<file path="src/sv/fmspd_pkg.sv">
package fmspd_pkg;

	localparam int FREQ_W = 17;
	localparam int STEP_W = 12;
	localparam int VAL_W  = 8;

	typedef logic [FREQ_W-1:0]        freq_t;
	typedef logic signed [VAL_W-1:0]  val_t;
	typedef logic signed [VAL_W:0]    val9_t;
	typedef logic signed [STEP_W:0]   step_t;
	typedef logic signed [FREQ_W+1:0] cand_t;

	// input selector carried in s_tuser
	localparam logic OP_START  = 1'b0;
	localparam logic OP_SAMPLE = 1'b1;

	// result kind carried in m_tuser
	localparam logic KIND_TUNE = 1'b0;
	localparam logic KIND_DONE = 1'b1;

	// register indexes on the configuration port
	localparam int CFG_ADDR_W = 3;
	localparam logic [CFG_ADDR_W-1:0] REG_BAND_LOW    = 3'd0;
	localparam logic [CFG_ADDR_W-1:0] REG_BAND_HIGH   = 3'd1;
	localparam logic [CFG_ADDR_W-1:0] REG_STEP_SIZE   = 3'd2;
	localparam logic [CFG_ADDR_W-1:0] REG_PEAK_RISE   = 3'd3;
	localparam logic [CFG_ADDR_W-1:0] REG_SNR_MIN     = 3'd4;
	localparam logic [CFG_ADDR_W-1:0] REG_STEREO_OFS  = 3'd5;
	localparam logic [CFG_ADDR_W-1:0] REG_CHAN_CUT    = 3'd6;
	localparam logic [CFG_ADDR_W-1:0] REG_STEREO_CUT  = 3'd7;

	// register reset values
	localparam freq_t              RST_BAND_LOW   = 17'd87400;
	localparam freq_t              RST_BAND_HIGH  = 17'd108000;
	localparam logic [STEP_W-1:0]  RST_STEP_SIZE  = 12'd100;
	localparam val_t               RST_PEAK_RISE  = 8'sd8;
	localparam val_t               RST_SNR_MIN    = 8'sd4;
	localparam val_t               RST_STEREO_OFS = 8'sd22;
	localparam val_t               RST_CHAN_CUT   = 8'sd15;
	localparam val_t               RST_STEREO_CUT = 8'sd12;

	// frequency that is never reported as a station
	localparam freq_t BAD_FREQ      = 17'd96000;
	localparam val_t  HIGH_TH_EXTRA = 8'sd10;
	localparam val_t  SNR_FLOOR     = -8'sd1;

	function automatic val9_t sx9(input val_t v);
		return val9_t'(v);
	endfunction

	// below the band goes to the top, then above the band goes to the bottom
	function automatic freq_t wrap_band(input cand_t f, input freq_t lo, input freq_t hi);
		cand_t g;
		g = f;
		if (g < $signed({2'b00, lo})) begin
			g = $signed({2'b00, hi});
		end
		if (g > $signed({2'b00, hi})) begin
			g = $signed({2'b00, lo});
		end
		return g[FREQ_W-1:0];
	endfunction

endpackage

</file>
<file path="src/sv/fm_seek_peak_detector_unit.sv">
// FM seek peak detector. A start transaction (s_tuser = 0) sets the start frequency and the
// direction and is answered by a tune result for the first candidate (a done result if it
// is the end point); each group of SAMPLES_PER_FREQ readback transactions (s_tuser = 1)
// closes one measurement, answered by the next tune result or by a done result
// (m_tuser = 1) carrying the chosen frequency, the found flag, the stereo thresholds and
// the hi-cut enables. Other samples, and samples while idle, give no result. One
// transaction is accepted every clock cycle unless the output stalls; results pass the
// input register, then the result register; window and measurement registers update as it
// loads. The configuration port is always ready; write registers only while idle.
module fm_seek_peak_detector_unit #(
	parameter int SAMPLES_PER_FREQ = 5
) (
	input  logic        clk,
	input  logic        arst_n,
	// input stream
	input  logic        s_tvalid,
	output logic        s_tready,
	input  logic [39:0] s_tdata,  // start_khz[16:0], seek_down[17], rssi_sample[25:18],
	                              // snr_sample[33:26], zero fill
	input  logic        s_tuser,  // op
	// result stream
	output logic        m_tvalid,
	input  logic        m_tready,
	output logic [39:0] m_tdata,  // freq_khz[16:0], found[17], stereo_low_th[25:18],
	                              // stereo_high_th[33:26], channel_cut_on[34],
	                              // stereo_cut_on[35], zero fill
	output logic        m_tuser,  // kind
	// configuration writes
	input  logic        cfg_valid,
	output logic        cfg_ready,
	input  logic [2:0]  cfg_addr,
	input  logic [16:0] cfg_data
);

	// accumulator wide enough for the sum of all samples of one frequency
	localparam int SUM_W   = 8 + $clog2(SAMPLES_PER_FREQ);
	localparam int CNT_W   = $clog2(SAMPLES_PER_FREQ + 1);
	// mean by reciprocal multiply: exact for |sum| < 2^20 / SAMPLES_PER_FREQ
	localparam int RCP_SH  = 20;
	localparam int RCP_W   = RCP_SH + 1;
	localparam int PROD_W  = SUM_W + RCP_W;
	localparam logic [RCP_W-1:0] RCP_C = RCP_W'((1 << RCP_SH) / SAMPLES_PER_FREQ + 1);
	localparam logic [CNT_W-1:0] CNT_LAST = CNT_W'(SAMPLES_PER_FREQ);

	// configuration registers
	fmspd_pkg::freq_t     band_low_q, band_high_q;
	logic [11:0]          step_size_q;
	fmspd_pkg::val_t      peak_rise_q, snr_min_q, stereo_ofs_q, chan_cut_q, stereo_cut_q;

	// input register
	logic                 valid_s1;
	logic                 op_s1;
	fmspd_pkg::freq_t     start_s1;
	logic                 down_s1;
	fmspd_pkg::val_t      rssi_s1, snr_s1;

	// seek state
	logic                 seeking_q;
	fmspd_pkg::step_t     step_q;
	fmspd_pkg::freq_t     end_q, fallback_q;
	fmspd_pkg::freq_t     win_freq_q [4];
	fmspd_pkg::val_t      win_rssi_q [4];
	fmspd_pkg::val_t      win_snr_q  [4];
	logic [1:0]           fill_q;
	logic [CNT_W-1:0]     cnt_q;
	logic signed [SUM_W-1:0] sum_q;
	fmspd_pkg::val_t      peak_q;

	// next state
	logic                 seeking_n;
	fmspd_pkg::step_t     step_n;
	fmspd_pkg::freq_t     end_n, fallback_n;
	fmspd_pkg::freq_t     win_freq_n [4];
	fmspd_pkg::val_t      win_rssi_n [4];
	fmspd_pkg::val_t      win_snr_n  [4];
	logic [1:0]           fill_n;
	logic [CNT_W-1:0]     cnt_n;
	logic signed [SUM_W-1:0] sum_n;
	fmspd_pkg::val_t      peak_n;

	// result register
	logic                 out_valid_q;
	logic                 kind_q, found_q, ccut_q, scut_q;
	fmspd_pkg::freq_t     freq_q;
	logic [7:0]           lo_th_q, hi_th_q;

	logic                 res_valid, res_kind, res_found, res_ccut, res_scut;
	fmspd_pkg::freq_t     res_freq;
	logic [7:0]           res_lo, res_hi;

	// handshake: the s1 item moves on whenever the result register can take a value
	logic                 out_free, adv;

	// measurement datapath
	logic signed [SUM_W-1:0] sum_new;
	fmspd_pkg::val_t      peak_new;
	logic [CNT_W-1:0]     cnt_new;
	logic [SUM_W-1:0]     sum_mag;
	logic [PROD_W-1:0]    prod;
	fmspd_pkg::val9_t     quot9, mean9;
	fmspd_pkg::val_t      mean;

	// candidate datapath
	fmspd_pkg::freq_t     cand_base, cand, cmp_end, start_wrap;
	fmspd_pkg::step_t     cand_step, start_step;

	// peak test
	fmspd_pkg::val9_t     r0, r1, r2, r3, rise2, rise1, rise_sel;
	logic                 peak2, peak1;
	fmspd_pkg::val_t      noise_sel, lo_sel;

	assign out_free  = !out_valid_q || m_tready;
	assign s_tready  = !valid_s1 || out_free;
	assign adv       = valid_s1 && out_free;
	assign cfg_ready = 1'b1;

	assign m_tvalid = out_valid_q;
	assign m_tuser  = kind_q;
	assign m_tdata  = {4'b0000, scut_q, ccut_q, hi_th_q, lo_th_q, found_q, freq_q};

	// accumulate the current sample
	assign sum_new  = sum_q + SUM_W'(rssi_s1);
	assign peak_new = (snr_s1 > peak_q) ? snr_s1 : peak_q;
	assign cnt_new  = cnt_q + 1'b1;

	// mean truncated toward zero: divide the magnitude, then restore the sign
	assign sum_mag = sum_new[SUM_W-1] ? SUM_W'(-sum_new) : SUM_W'(sum_new);
	assign prod    = PROD_W'(sum_mag) * PROD_W'(RCP_C);
	assign quot9   = $signed({1'b0, prod[RCP_SH +: 8]});
	assign mean9   = sum_new[SUM_W-1] ? -quot9 : quot9;
	assign mean    = mean9[7:0];

	// start transaction: direction and wrapped end point
	assign start_step = down_s1 ? -$signed({1'b0, step_size_q}) : $signed({1'b0, step_size_q});
	assign start_wrap = fmspd_pkg::wrap_band($signed({2'b00, start_s1}), band_low_q, band_high_q);

	// next candidate: from the start point, or from the newest window frequency
	assign cand_base = (op_s1 == fmspd_pkg::OP_START) ? start_s1 : win_freq_q[3];
	assign cand_step = (op_s1 == fmspd_pkg::OP_START) ? start_step : step_q;
	assign cmp_end   = (op_s1 == fmspd_pkg::OP_START) ? start_wrap : end_q;
	assign cand = fmspd_pkg::wrap_band($signed({2'b00, cand_base})
		+ $signed({{(fmspd_pkg::FREQ_W + 1 - fmspd_pkg::STEP_W){cand_step[fmspd_pkg::STEP_W]}},
		cand_step}), band_low_q, band_high_q);

	// peak test on the window with the new measurement in slot 3
	assign r0 = fmspd_pkg::sx9(win_rssi_q[0]);
	assign r1 = fmspd_pkg::sx9(win_rssi_q[1]);
	assign r2 = fmspd_pkg::sx9(win_rssi_q[2]);
	assign r3 = fmspd_pkg::sx9(mean);
	assign rise2 = r2 - r0;
	assign rise1 = r1 - r3;

	assign peak2 = (r2 >= r0 + fmspd_pkg::sx9(peak_rise_q)) && (r3 <= r2) && (r1 <= r2)
		&& (win_snr_q[2] >= snr_min_q) && (win_freq_q[2] != fmspd_pkg::BAD_FREQ);
	assign peak1 = (r1 >= r3 + fmspd_pkg::sx9(peak_rise_q)) && (r0 <= r1) && (r3 <= r2)
		&& (win_snr_q[1] >= snr_min_q) && (win_freq_q[1] != fmspd_pkg::BAD_FREQ);

	assign rise_sel  = peak2 ? rise2 : rise1;
	assign noise_sel = peak2 ? win_rssi_q[0] : mean;
	assign lo_sel    = noise_sel + stereo_ofs_q;

	always_comb begin
		logic do_next;
		seeking_n  = seeking_q;
		step_n     = step_q;
		end_n      = end_q;
		fallback_n = fallback_q;
		fill_n     = fill_q;
		cnt_n      = cnt_q;
		sum_n      = sum_q;
		peak_n     = peak_q;
		for (int i = 0; i < 4; i++) begin
			win_freq_n[i] = win_freq_q[i];
			win_rssi_n[i] = win_rssi_q[i];
			win_snr_n[i]  = win_snr_q[i];
		end
		res_valid = 1'b0;
		res_kind  = fmspd_pkg::KIND_TUNE;
		res_freq  = '0;
		res_found = 1'b0;
		res_lo    = '0;
		res_hi    = '0;
		res_ccut  = 1'b0;
		res_scut  = 1'b0;
		do_next   = 1'b0;

		if (op_s1 == fmspd_pkg::OP_START) begin
			// a running seek is dropped
			step_n     = start_step;
			fallback_n = start_s1;
			end_n      = start_wrap;
			for (int i = 0; i < 4; i++) begin
				win_freq_n[i] = '0;
				win_rssi_n[i] = '0;
				win_snr_n[i]  = '0;
			end
			fill_n    = '0;
			seeking_n = 1'b1;
			do_next   = 1'b1;
		end else if (seeking_q) begin
			if (cnt_new == CNT_LAST) begin
				// measurement complete
				win_rssi_n[3] = mean;
				win_snr_n[3]  = peak_new;
				cnt_n  = '0;
				sum_n  = '0;
				peak_n = fmspd_pkg::SNR_FLOOR;
				if (fill_q != 2'd3) begin
					fill_n = fill_q + 2'd1;
				end
				if (fill_n == 2'd3 && (peak2 || peak1)) begin
					seeking_n = 1'b0;
					res_valid = 1'b1;
					res_kind  = fmspd_pkg::KIND_DONE;
					res_freq  = peak2 ? win_freq_q[2] : win_freq_q[1];
					res_found = 1'b1;
					res_lo    = lo_sel;
					res_hi    = lo_sel + fmspd_pkg::HIGH_TH_EXTRA;
					res_ccut  = rise_sel < fmspd_pkg::sx9(chan_cut_q);
					res_scut  = rise_sel < fmspd_pkg::sx9(stereo_cut_q);
				end else begin
					// no peak: window moves down one slot
					for (int i = 0; i < 3; i++) begin
						win_freq_n[i] = win_freq_n[i+1];
						win_rssi_n[i] = win_rssi_n[i+1];
						win_snr_n[i]  = win_snr_n[i+1];
					end
					do_next = 1'b1;
				end
			end else begin
				cnt_n  = cnt_new;
				sum_n  = sum_new;
				peak_n = peak_new;
			end
		end

		if (do_next) begin
			res_valid = 1'b1;
			if (cand == cmp_end) begin
				// back at the start point without a station
				seeking_n = 1'b0;
				res_kind  = fmspd_pkg::KIND_DONE;
				res_freq  = (op_s1 == fmspd_pkg::OP_START) ? start_s1 : fallback_q;
			end else begin
				win_freq_n[3] = cand;
				cnt_n    = '0;
				sum_n    = '0;
				peak_n   = fmspd_pkg::SNR_FLOOR;
				res_kind = fmspd_pkg::KIND_TUNE;
				res_freq = cand;
			end
		end
	end

	// configuration registers
	always_ff @(posedge clk or negedge arst_n) begin
		if (!arst_n) begin
			band_low_q   <= fmspd_pkg::RST_BAND_LOW;
			band_high_q  <= fmspd_pkg::RST_BAND_HIGH;
			step_size_q  <= fmspd_pkg::RST_STEP_SIZE;
			peak_rise_q  <= fmspd_pkg::RST_PEAK_RISE;
			snr_min_q    <= fmspd_pkg::RST_SNR_MIN;
			stereo_ofs_q <= fmspd_pkg::RST_STEREO_OFS;
			chan_cut_q   <= fmspd_pkg::RST_CHAN_CUT;
			stereo_cut_q <= fmspd_pkg::RST_STEREO_CUT;
		end else if (cfg_valid) begin
			case (cfg_addr)
				fmspd_pkg::REG_BAND_LOW:   band_low_q   <= cfg_data;
				fmspd_pkg::REG_BAND_HIGH:  band_high_q  <= cfg_data;
				fmspd_pkg::REG_STEP_SIZE:  step_size_q  <= cfg_data[11:0];
				fmspd_pkg::REG_PEAK_RISE:  peak_rise_q  <= cfg_data[7:0];
				fmspd_pkg::REG_SNR_MIN:    snr_min_q    <= cfg_data[7:0];
				fmspd_pkg::REG_STEREO_OFS: stereo_ofs_q <= cfg_data[7:0];
				fmspd_pkg::REG_CHAN_CUT:   chan_cut_q   <= cfg_data[7:0];
				fmspd_pkg::REG_STEREO_CUT: stereo_cut_q <= cfg_data[7:0];
				default: begin
				end
			endcase
		end
	end

	// input register
	always_ff @(posedge clk or negedge arst_n) begin
		if (!arst_n) begin
			valid_s1 <= 1'b0;
		end else if (s_tready) begin
			valid_s1 <= s_tvalid;
		end
	end

	always_ff @(posedge clk) begin
		if (s_tvalid && s_tready) begin
			op_s1    <= s_tuser;
			start_s1 <= s_tdata[16:0];
			down_s1  <= s_tdata[17];
			rssi_s1  <= s_tdata[25:18];
			snr_s1   <= s_tdata[33:26];
		end
	end

	// seek state, updated when the s1 transaction is consumed
	always_ff @(posedge clk or negedge arst_n) begin
		if (!arst_n) begin
			seeking_q  <= 1'b0;
			step_q     <= '0;
			end_q      <= '0;
			fallback_q <= '0;
			fill_q     <= '0;
			cnt_q      <= '0;
			sum_q      <= '0;
			peak_q     <= fmspd_pkg::SNR_FLOOR;
			for (int i = 0; i < 4; i++) begin
				win_freq_q[i] <= '0;
				win_rssi_q[i] <= '0;
				win_snr_q[i]  <= '0;
			end
		end else if (adv) begin
			seeking_q  <= seeking_n;
			step_q     <= step_n;
			end_q      <= end_n;
			fallback_q <= fallback_n;
			fill_q     <= fill_n;
			cnt_q      <= cnt_n;
			sum_q      <= sum_n;
			peak_q     <= peak_n;
			for (int i = 0; i < 4; i++) begin
				win_freq_q[i] <= win_freq_n[i];
				win_rssi_q[i] <= win_rssi_n[i];
				win_snr_q[i]  <= win_snr_n[i];
			end
		end
	end

	// result register
	always_ff @(posedge clk or negedge arst_n) begin
		if (!arst_n) begin
			out_valid_q <= 1'b0;
		end else if (out_free) begin
			out_valid_q <= adv && res_valid;
		end
	end

	always_ff @(posedge clk) begin
		if (adv && res_valid) begin
			kind_q  <= res_kind;
			freq_q  <= res_freq;
			found_q <= res_found;
			lo_th_q <= res_lo;
			hi_th_q <= res_hi;
			ccut_q  <= res_ccut;
			scut_q  <= res_scut;
		end
	end

endmodule

</file>
<file path="config.mk">
export PLATFORM = sky130hd
export DESIGN_NAME = fm_seek_peak_detector_unit
export DESIGN_NICKNAME = d
export VERILOG_FILES = /design/src/sv/fmspd_pkg.sv /design/src/sv/fm_seek_peak_detector_unit.sv
export SDC_FILE = /design/constraint.sdc
export NUM_CORES = 1
export LEC_CHECK = 0
export ABC_AREA = 1
export BUFFER_PORTS_ARGS = -buffer_cell sky130_fd_sc_hd__buf_2
export CORE_MARGIN = 2
export CORE_UTILIZATION = 43
export DETAILED_ROUTE_END_ITERATION = 12
export HOLD_SLACK_MARGIN = 0.08
export RECOVER_POWER = 25
export SLEW_MARGIN = 20
export SYNTH_ARGS = -nofsm -noshare
export SYNTH_HDL_FRONTEND = slang
export SYNTH_SLANG_ARGS = --single-unit
</file>
<file path="constraint.sdc">
create_clock -name clk -period 26.1 [get_ports clk]
set_input_delay 0 -clock clk [delete_from_list [all_inputs] [get_ports clk]]
set_output_delay 0 -clock clk [all_outputs]
set_load 0.02 [all_outputs]
</file>
== Word-level counts from Yosys, hierarchy flattened ==
Cells that the tools add are included.

* Bits in registers: 323
* Bits in latches: 0
* Memory bits (writable): 0
* Bits in read-only memories: 0
* Input port bits: 66
* Output and inout port bits: 44
* Logic and storage cells: 185
* Memories kept: 0

* Add/subtract/negate cells: 13
* $mul: 1
* Divide/modulo/power cells: 0
* Order comparisons: 14
* Equality and inequality tests: 16
* Shift-type cells: 0
* Multiplexer cells: 74
* Bitwise logic cells: 0
* Reductions and logical operators: 29

{| class="wikitable"
|+ Operators by type and width
! operator !! number
|-
| $mux W17 || 16
|-
| $mux W34 || 4
|-
| $mux W24 || 4
|-
| $mux W32 || 3
|-
| $mux W11 || 6
|-
| $mux W8 || 8
|-
| $gt A19 B18 Y1 || 2
|-
| $ne A17 B17 Y1 const B || 2
|-
| $mul A11 B16 Y26 const B || 1
|-
| $mux W13 || 2
|-
| $le A8 B8 Y1 || 3
|-
| $add A18 B13 Y19 || 1
|-
| $lt A19 B18 Y1 || 1
|-
| $mux W19 || 1
|-
| $add A8 B8 Y9 || 2
|-
| $ge A8 B9 Y1 || 2
|-
| $lt A9 B8 Y1 || 2
|-
| $sub A8 B8 Y9 || 2
|-
| $eq A17 B17 Y1 || 1
|-
| $lt A17 B17 Y1 || 1
|-
| $ge A8 B8 Y1 || 2
|-
| $mux W1 || 16
|-
| $mux W16 || 1
|-
| $reduce_and A2 Y1 || 8
|-
| other kinds (24) || 56
|}

== Logic depth before layout (Yosys ltp) ==
Gate-level depths: netlist of the first run.

* Depth in word-level cells: 20
* Mapped depth: 73

== Least setup slack after synthesis of the first run ==
No wires, ideal clock.

* Path type: register to register
* Start: reg rssi_s1[7]
* End: reg hi_th_q[7] (data pin)
* Data arrival time: 10.099 ns
* Data required time: 25.847 ns
* Path slack: 15.749 ns
* Cell stages (with the launch flop): 59
* Buffers on the path: 3
* Period minus slack after synthesis: 10.351 ns
* Path through: edfxtp_1 ha_1 nand2_1 nand2_1 a21oi_1 nand3_1 nand2_1 nand2_1 inv_1 clkbuf_1 o21ai_0 xor2_1 ha_1 fa_1 inv_1 fa_1 inv_1 fa_1 (+23 left out) nand2_1 nor3_1 nand3_1 clkbuf_1 clkbuf_1 o21ai_0 ha_1 inv_1 fa_1 nand3b_1 and2_1 nor2_1 o21ai_0 nand2_1 xor2_1 nand2_1 nor2_1 nor2_1

* Word-level cells in the longest chain between the ends: 15
* Elaborated cells on any way between the ends: 23
* Those cells by class: add/sub (6); mul (1); order compare (2); mux (3); reduce/logical (11)

{| class="wikitable"
|+ Ends and longest elaborated chain
! item !! RTL line !! RTL
|-
| start, declared || fm_seek_peak_detector_unit.sv:55 || <nowiki>fmspd_pkg::val_t rssi_s1, snr_s1;</nowiki>
|-
| start signal, assigned || fm_seek_peak_detector_unit.sv:296 || <nowiki>rssi_s1 <= s_tdata[25:18];</nowiki>
|-
| $add A11 B8 Y11 (*) || fm_seek_peak_detector_unit.sv:122 || <nowiki>assign sum_new = sum_q + SUM_W'(rssi_s1);</nowiki>
|-
| $neg A11 Y11 || fm_seek_peak_detector_unit.sv:127 || <nowiki>assign sum_mag = sum_new[SUM_W-1] ? SUM_W'(-sum_new) : SUM_W'(sum_new);</nowiki>
|-
| $mux W11 || fm_seek_peak_detector_unit.sv:127 ||
|-
| $mul A11 B16 Y26 || fm_seek_peak_detector_unit.sv:128 || <nowiki>assign prod = PROD_W'(sum_mag) * PROD_W'(RCP_C);</nowiki>
|-
| $neg A8 Y8 || fm_seek_peak_detector_unit.sv:130 || <nowiki>assign mean9 = sum_new[SUM_W-1] ? -quot9 : quot9;</nowiki>
|-
| $mux W8 (*) || fm_seek_peak_detector_unit.sv:130 ||
|-
| branches (longest 9 deep; another with $le A8 B8 Y1) || - ||
|-
| end signal, assigned || fm_seek_peak_detector_unit.sv:349 || <nowiki>hi_th_q <= res_hi;</nowiki>
|-
| end, declared || fm_seek_peak_detector_unit.sv:85 || <nowiki>logic [7:0] lo_th_q, hi_th_q;</nowiki>
|}

Every way passes the cells marked *.
A chain may end at the register's enable or synchronous reset.

== Worst setup path after layout of the first run ==
Ends and elaborated chain as after synthesis.

==> results.json, run 1 <==
{
  "io_pins": 110,
  "critPathRequiredTime_ns": 26.53,
  "hp-class": "input port to flop",
  "initial_core_util": 0.435,
  "ctsResizeCount": 0,
  "row_count": 87,
  "syn_area_sq_um": 24500,
  "period_minus_slack_ns": 12.93,
  "placed_cells": 3946,
  "grt_usage": 0.241,
  "die_area_sq_um": 58900,
  "synth_ff_type": "dfrtp_1",
  "slew_headroom": -2.99,
  "first_iter_violations": 1601,
  "drc": 0,
  "postCtsSetupRepairBufs": 0,
  "yosys-top-cells-area": "dfrtp_1 (22%), ha_1 (15%), nand2_1 (13%), edfxtp_1 (8.7%), inv_1 (7.2%)",
  "dp_hpwl_microns": 53200,
  "hold_violations": 0,
  "overflow": 0,
  "maxCapViolCount": 3,
  "via_per_inst": 5.30,
  "fmax_mhz": 77.3,
  "rsz0062_at_grt": "false",
  "cts_max_path_buffers": 3,
  "ys_warn_count": 0,
  "ys_async_sr_fraction": 0.780,
  "crit_fanout": 37,
  "slew_violations": 173,
  "firstDrtPassIters": 5,
  "crit_path_end_kind": "flop",
  "grt_pass1_wl_microns": 113000,
  "final-setup-viol-count": 0,
  "nNetsFinal": 3705,
  "crit_type": "flop to flop",
  "cpMostUsedCell": "nand2_1",
  "outcome": "complete, but fails checks",
  "synth_area_per_cell_sq_um": 7.72,
  "layout.cells.non_filler": 4093,
  "clk_pin_slew_ns": 0.06,
  "cts_tree": "built",
  "synth_edf_count": 71,
  "grt_start_max_net_pins": 103,
  "violations": "capacitance limit, slew limit",
  "die_x_microns": 243,
  "portBuffers": 98,
  "antenna_found_initial": 0,
  "routed_wl_microns": 71000,
  "synth_top_cell_by_area": "dfrtp_1",
  "cts-root-buf": "clkbuf_16",
  "grt_pass1_vias": 21300,
  "drive_above_1_share": 0.0735,
  "htree_levels": 2,
  "skew_ns": 0.0282,
  "cp-start-kind": "flop",
  "synthDistinctLibCells": 57,
  "critPathSlowestCell": "xor2_1",
  "cp_slowest_stage_delay_ns": 0.56,
  "netlist_instances": 3174,
  "syn_to_final_growth_pct": 13.0,
  "cts_sinks": 322,
  "clkLatencyLatePin_ns": 0.58,
  "timing_worst_slew_pin_value_ns": 5.99,
  "fin_crit_sh": 0.496,
  "synth_top_area_share": 0.217,
  "place.gp.congestion": 0.923,
  "regToRegSetupSlack_ns": 13.17,
  "numCtsBuffers": 39,
  "crit_arrival_ns": 13.36,
  "drtAntennaViolNets": 0,
  "core_sq_um": 56400,
  "fin_setup_tns_ns": 0,
  "vias": 21700,
  "die_h_microns": 243,
  "ys_seq_area_frac": 0.345,
  "ys_ff_latch": 322,
  "wl_per_cell_microns": 17.3
}
-- repair_timing --
| item | CTS | global route |
|---|---|---|
| setup endpoints to repair | 0 | 0 |
| hold endpoints to repair | 198 | 0 |
| hold buffers | 74 | 0 |
-- area by class of cell --
cell class	instances	area (sq um)
fill	5502	28700
inverter	474	1780
multi-input combinational	2278	13800
tap	756	946
sequential	322	8460
antenna	2	5.00
clock inverter	16	253
timing repair buffer	190	1350
clock buffer	55	1080
-- flip-flops by register name, indices dropped and copies added, names as in the netlist, 11 cells and up --
register / cells
end_q: 17
band_high_q: 17
start_s1: 17
sum_q: 11
freq_q: 17
fallback_q: 17
win_freq_q: 51
step_q: 13
band_low_q: 17
step_size_q: 12
win_snr_q: 16
-- path summary, 6_finish.rpt --
path	depth (start not counted)	end	start
max in group asynchronous	4	band_low_q[7]$_DFFE_PN0P_	arst_n
max	61	hi_th_q[7]$_SDFFCE_PN0P_	rssi_s1[7]$_DFFE_PP_
min reg2reg	2	end_q[2]$_DFFE_PN0P_	end_q[2]$_DFFE_PN0P_
min in group asynchronous	2	stereo_cut_q[5]$_DFFE_PN0P_	arst_n
max reg2reg	61	hi_th_q[7]$_SDFFCE_PN0P_	rssi_s1[7]$_DFFE_PP_
min	3	stereo_cut_q[0]$_DFFE_PN0P_	cfg_data[0]
-- cells in the final DEF, fill, tap and decap left out, types with 20 or more instances in the layout --
cell type and n:
nor3_1 26, clkbuf_1 23, or2_2 20, o21ai_0 310
dlygate4sd3_1 74, clkbuf_16 39, nand3_1 187, dfstp_2 38
buf_2 90, ha_1 289, nor2_1 135, inv_1 470
o22ai_1 51, a21oi_1 129, dfrtp_1 213, fa_1 45
edfxtp_1 71, xor2_1 47, nand2_1 819, nand4_1 34
xnor2_1 24
-- cell families after synthesis --
logic type / count (synthesis) / share of synthesized area
buffers and inverters: 577 / 0.0917
other: 2 / 0.000306
and+or+nand+nor: 1275 / 0.219
muxes: 2 / 0.000817
AOI/OAI and AO/OA: 591 / 0.133
DFF: 322 / 0.345
adders and majority gates: 334 / 0.184
xor gates and xnor gates: 71 / 0.0254
-- critical path: cells and delay by family (launching register included) --
family / cells / cell delay, ns
flip-flops: 1 / 0.51
adder cells (fa/ha/maj): 10 / 4.15
AND/OR/NAND/NOR: 29 / 3.74
XOR/XNOR: 4 / 1.42
AO/OA/AOI/OAI: 6 / 0.99
buffers and inverters: 12 / 1.91
-- Yosys cell counts (45+ instances only) --
library cell	number
dfrtp_1	213
inv_1	472
xor2_1	47
clkbuf_1	77
edfxtp_1	71
fa_1	45
nor2_1	137
a21oi_1	129
o22ai_1	51
nand2_1	820
o21ai_0	310
ha_1	289
nand3_1	188
-- layer usage --
layer,GRT usage,routed length [microns],up-vias
li1,-,-,10700
met1,0.337,33400,10200
met3,0.0296,3770,113
met2,0.391,31900,606
met5,0,0,-
met4,0.0736,1920,0
-- per-stage QoR --
stage / cell area [sq um] / util / hold WS [ns] / worst slack [ns]
3_5_place_dp: 25700 / 0.455 / 0.102 / 13.28
5_1_grt: 27700 / 0.491 / 0.133 / 11.96
3_3_place_gp: 25700 / 0.455 / 0.0898 / 13.32
4_1_cts: 27700 / 0.492 / 0.107 / 13.24
6_report: 27700 / 0.491 / 0.126 / 13.17
2_1_floorplan: 24500 / - / -0.296 / 15.75
Power of run 1 is not shown: default switching activity piles up to over one toggle a cycle in this logic, so the estimate is an artifact.
==> inputs of run 2 (changes only) <==
- clock period: 26.1 -> 11.2 ns (I/O delays scaled with it)
==> run 2 against run 1 <==
Net effect: the flow still finishes with violations (capacitance limit, slew limit); register-to-register slack worse by 13 ns; via count up 1.3%; global-route usage up 0.33 points; maximum frequency up 22%; non-clock buffer count up 32; critical path depth up 7; setup slack worse by 13 ns; design area up 2.0%; sequential share of layout area down 0.59 points; critical path type unchanged.
==> results.json, run 2 (synthesis gave the netlist of run 1 again) <==
{
  "cts-root-buf": "clkbuf_16",
  "die_x_microns": 243,
  "top_register": "win_freq_q",
  "grt_usage": 0.245,
  "vias": 22000,
  "cp-start-kind": "flop",
  "fin_setup_tns_ns": 0,
  "grt_start_max_net_pins": 123,
  "cts_max_path_buffers": 3,
  "layout_common_cells": "nand2_1 (812), inv_1 (465), o21ai_0 (305)",
  "io_pins": 110,
  "die_h_microns": 243,
  "syn_to_final_growth_pct": 15.3,
  "rsz0062_at_grt": "true",
  "numCtsBuffers": 40,
  "initial_core_util": 0.435,
  "place.gp.congestion": 0.934,
  "cts_sinks": 322,
  "cp_slowest_stage_delay_ns": 0.56,
  "drc": 0,
  "finalWorstSetupSlack_ns": 0.570,
  "dp_hpwl_microns": 54900,
  "htree_levels": 2,
  "timing_worst_slew_pin_value_ns": 7.02,
  "nNetsFinal": 3738,
  "final_common_cell": "nand2_1",
  "violations": "capacitance limit, slew limit",
  "placed_cells": 3966,
  "crit_type": "flop to flop",
  "grt_pass1_wl_microns": 115000,
  "regToRegSetupSlack_ns": 0.57,
  "dp_slack_ns": 0.0747,
  "fillCellCount": 5539,
  "outcome": "complete, but fails checks",
  "clkLatencyLatePin_ns": 0.59,
  "via_per_inst": 5.32,
  "final-setup-viol-count": 0,
  "critPathRequiredTime_ns": 11.55,
  "firstDrtPassIters": 6,
  "hold_violations": 0,
  "antenna_found_initial": 6,
  "period_minus_slack_ns": 10.63,
  "portBuffers": 98,
  "drtAntennaViolNets": 0,
  "first_iter_violations": 1685,
  "hp-class": "input port to flop",
  "crit_fanout": 6,
  "fin_util": 0.501,
  "wl_per_cell_microns": 17.6,
  "critPathSlowestCell": "fa_2",
  "skew_ns": 0.0314,
  "row_count": 87,
  "crit_arrival_ns": 10.98,
  "clk_pin_slew_ns": 0.05,
  "drive_above_1_share": 0.0994,
  "fin_crit_sh": 0.949,
  "layout.cells.non_filler": 4127,
  "routed_wl_microns": 72600,
  "grt_pass1_vias": 21200,
  "maxCapViolCount": 2,
  "fmax_mhz": 94.1,
  "core_sq_um": 56400,
  "die_area_sq_um": 58900,
  "slew_headroom": -3.68,
  "largest_reg_flops": 51,
  "slew_violations": 158,
  "overflow": 0,
  "crit_path_end_kind": "flop",
  "cts_tree": "built"
}
==> run 2: changes by cell type in the layout (fill, tap and decap cells not counted), moves of 7 or more <==
cell	previous run	this run
ha_4	0	8
ha_1	289	279
buf_4	15	45
nand2_2	4	11
a21oi_1	129	122
a21oi_2	0	7
nor2_1	135	128
nand2_1	819	812
==> run 2: metrics by stage <==
| stage | cell area [sq um] | hold slack [ns] |
|---|---|---|
| floorplan | 24500 | -0.296 |
| global placement | 25800 | 0.177 |
| detailed placement | 25800 | 0.178 |
| CTS | 27900 | 0.104 |
| global route | 28200 | 0.124 |
| finish | 28200 | 0.125 |
==> run 2: path summary, 6_finish.rpt <==
path                                                to  cells after the start                  start
hold / removal                     snr_s1[5]$_DFFE_PP_                      2            s_tdata[31]
setup reg to reg              hi_th_q[7]$_SDFFCE_PN0P_                     68   rssi_s1[0]$_DFFE_PP_
setup / recovery              hi_th_q[7]$_SDFFCE_PN0P_                     68   rssi_s1[0]$_DFFE_PP_
max in group asynchronous       step_q[11]$_DFFE_PN0P_                      4                 arst_n
hold reg to reg                  end_q[14]$_DFFE_PN0P_                      2  end_q[14]$_DFFE_PN0P_
min in group asynchronous  stereo_cut_q[1]$_DFFE_PN0P_                      2                 arst_n
==> run 2: critical path, delay by kind of cell (launching register included) <==
kind	cells	cell delay, ns
adder cells (fa/ha/maj)	11	4.04
AO/OA/AOI/OAI	7	1.13
AND/OR/NAND/NOR	32	3.09
flip-flops	1	0.37
XOR/XNOR	2	0.36
buffers and inverters	16	1.38
==> run 2: final cells by class <==
cell class / instances / area [sq um] / area share
repair buffers: 222 / 1610 / 0.0570
clock buffers: 54 / 1070 / 0.0380
clock inverters: 20 / 236 / 0.00837
multi-input cells: 2278 / 14100 / 0.500
diodes: 1 / 2.50 / 0.0000886
well taps: 756 / 946 / 0.0335
flip-flops and latches: 322 / 8460 / 0.300
inverters: 474 / 1780 / 0.0631
==> run 2: routing by layer <==
| metal | global-route usage | up-vias | part of all wire |
|---|---|---|---|
| met5 | 0 | - | 0.00037 |
| met4 | 0.0807 | 4 | 0.031 |
| met3 | 0.0332 | 128 | 0.063 |
| met2 | 0.387 | 643 | 0.44 |
| met1 | 0.345 | 10400 | 0.46 |
| li1 | - | 10800 | - |
==> run 2: timing repair <==
item,in CTS,in global routing
gates resized for setup,0,66
hold endpoints to repair,234,0
setup endpoints to repair,0,137
hold buffers,75,0
buffers inserted,0,11
Power of run 2 is left out for the same reason.
==> inputs of run 3 (changes only) <==
- CELL_PAD_IN_SITES_DETAIL_PLACEMENT: not set -> 2
- CELL_PAD_IN_SITES_GLOBAL_PLACEMENT: not set -> 2
- CORE_UTILIZATION: 43 -> 34
- PLACE_DENSITY_LB_ADDON: not set -> 0.1
==> run 3 against run 2 <==
Net effect: the flow still finishes with violations (capacitance limit, slew limit); setup slack lost 0.22 ns; design area grew 3.1%; wire length grew 34%; via count grew 4.7%; utilization shrank 9.4 points; non-clock buffer count grew 41; clock skew grew 0.016 ns; hold slack lost 0.015 ns; sequential cell count is the same; global-route usage grew 1.5 points.
==> results.json, run 3 (synthesis gave the netlist of run 1 again) <==
{
  "die_area_sq_um": 74200,
  "first_iter_violations": 967,
  "slew_headroom": -1.59,
  "path_delay_family": "adder cells",
  "cts_max_path_buffers": 3,
  "cts_sinks": 322,
  "row_count": 98,
  "drtAntennaViolNets": 0,
  "period_minus_slack_ns": 10.85,
  "timing_worst_slew_pin_value_ns": 3.88,
  "grt_start_max_net_pins": 167,
  "portBuffers": 98,
  "firstDrtPassIters": 5,
  "fmax_mhz": 92.2,
  "clkLatencyLatePin_ns": 0.61,
  "cpMostUsedCell": "nand2_1",
  "timing.rr.start": "rssi_s1[0]$_DFFE_PP_",
  "wl_per_cell_microns": 22.3,
  "routed_wl_microns": 97500,
  "numCtsBuffers": 42,
  "overflow": 0,
  "outcome": "complete, but fails checks",
  "grt_usage": 0.260,
  "antenna_found_initial": 3,
  "maxCapViolCount": 4,
  "placed_cells": 4175,
  "die_h_microns": 272,
  "cts_tree": "built",
  "place.gp.congestion": 0.866,
  "final-setup-viol-count": 0,
  "crit_arrival_ns": 11.18,
  "largest_reg_flops": 51,
  "grt_pass1_vias": 25600,
  "ff2ff_path_depth": 63,
  "holdCritStartpoint": "s_tdata[5]",
  "critPathRequiredTime_ns": 11.53,
  "min_to": "start_s1[5]$_DFFE_PP_",
  "cp-start-kind": "flop",
  "skew_ns": 0.0470,
  "final_common_cell": "nand2_1",
  "dp_hpwl_microns": 73500,
  "layout.cells.non_filler": 4366,
  "io_pins": 110,
  "startpoint": "rssi_s1[0]$_DFFE_PP_",
  "fin_crit_sh": 0.969,
  "crit_type": "flop to flop",
  "crit_fanout": 7,
  "cp_slowest_stage_delay_ns": 0.60,
  "fin_util": 0.407,
  "core_sq_um": 71500,
  "nNetsFinal": 3782,
  "slew_violations": 158,
  "die_x_microns": 272,
  "finalWorstSetupSlack_ns": 0.351,
  "hold_violations": 0,
  "syn_to_final_growth_pct": 18.8,
  "cts-root-buf": "clkbuf_16",
  "violations": "capacitance limit, slew limit",
  "cp.buffers_inverters": 12,
  "critPathSlowestCell": "fa_1",
  "dp_slack_ns": -0.345,
  "layout_common_cells": "nand2_1 (796), inv_1 (461), o21ai_0 (305)",
  "initial_core_util": 0.343,
  "regToRegSetupSlack_ns": 0.35,
  "drive_above_1_share": 0.117,
  "crit_path_end_kind": "flop",
  "vias": 23000,
  "hp-class": "input port to flop",
  "drc": 0,
  "htree_levels": 2,
  "grt_pass1_wl_microns": 149000,
  "via_per_inst": 5.27,
  "antenna_cells": 0,
  "fin_setup_tns_ns": 0,
  "top_register": "win_freq_q",
  "hold_depth": 2,
  "r2r-end": "lo_th_q[7]$_SDFFCE_PN0P_",
  "clk_pin_slew_ns": 0.07
}
run 3: changes by cell type in the layout (fill, tap and decap cells not counted), sizes merged:
cell,previous run,this run
buf,138,151
bufinv,3,0
clkbuf,63,92
clkinv,13,15
clkinvlp,3,2
diode,1,0
dlygate4sd3,75,83
inv,475,472
nand3,189,190
run 3: final cells by class:
| cell class | instances | area [sq um] |
|---|---|---|
| tap | 950 | 1190 |
| fill | 8128 | 42400 |
| clock buffer | 63 | 1160 |
| multi-input combinational | 2279 | 14400 |
| inverter | 474 | 1780 |
| clock inverter | 15 | 124 |
| sequential | 322 | 8460 |
| timing repair buffer | 263 | 1950 |
run 3: what timing repair did:
item,CTS,global route
hold endpoints to repair,177,0
endpoints found under the setup margin,8,134
buffers inserted,0,28
cloned,0,1
hold buffers,84,0
gates resized for setup,10,120
pin swaps,0,41
run 3: through the flow:
stage,instance area [sq um],hold slack (ns)
finish,29100,0.110
detailed placement,26200,0.0755
global route,29100,0.0939
floorplan,24500,-0.296
global placement,26200,0.0735
CTS,28400,0.0809
run 3: worst max path at each step:
| stage | cells past startpoint | end | slack [ns] |
|---|---|---|---|
| floorplan | 58 | hi_th_q[7]$_SDFFCE_PN0P_ | 0.85 |
| global route | 63 | ccut_q$_SDFFCE_PN0P_ | -0.28 |
| detailed placement | 58 | hi_th_q[7]$_SDFFCE_PN0P_ | -0.35 |
| global placement | 63 | hi_th_q[7]$_SDFFCE_PN0P_ | -0.01 |
| CTS | 69 | hi_th_q[7]$_SDFFCE_PN0P_ | -0.01 |
| finish | 63 | lo_th_q[7]$_SDFFCE_PN0P_ | 0.35 |
run 3: layer usage:
metal	share of wire	vias to the layer above	global-route usage
met4	0.018	0	0.0545
met3	0.025	107	0.0242
li1	-	10800	-
met5	0	-	0
met2	0.50	303	0.459
met1	0.46	11700	0.343
Power of run 3 is left out for the same reason.
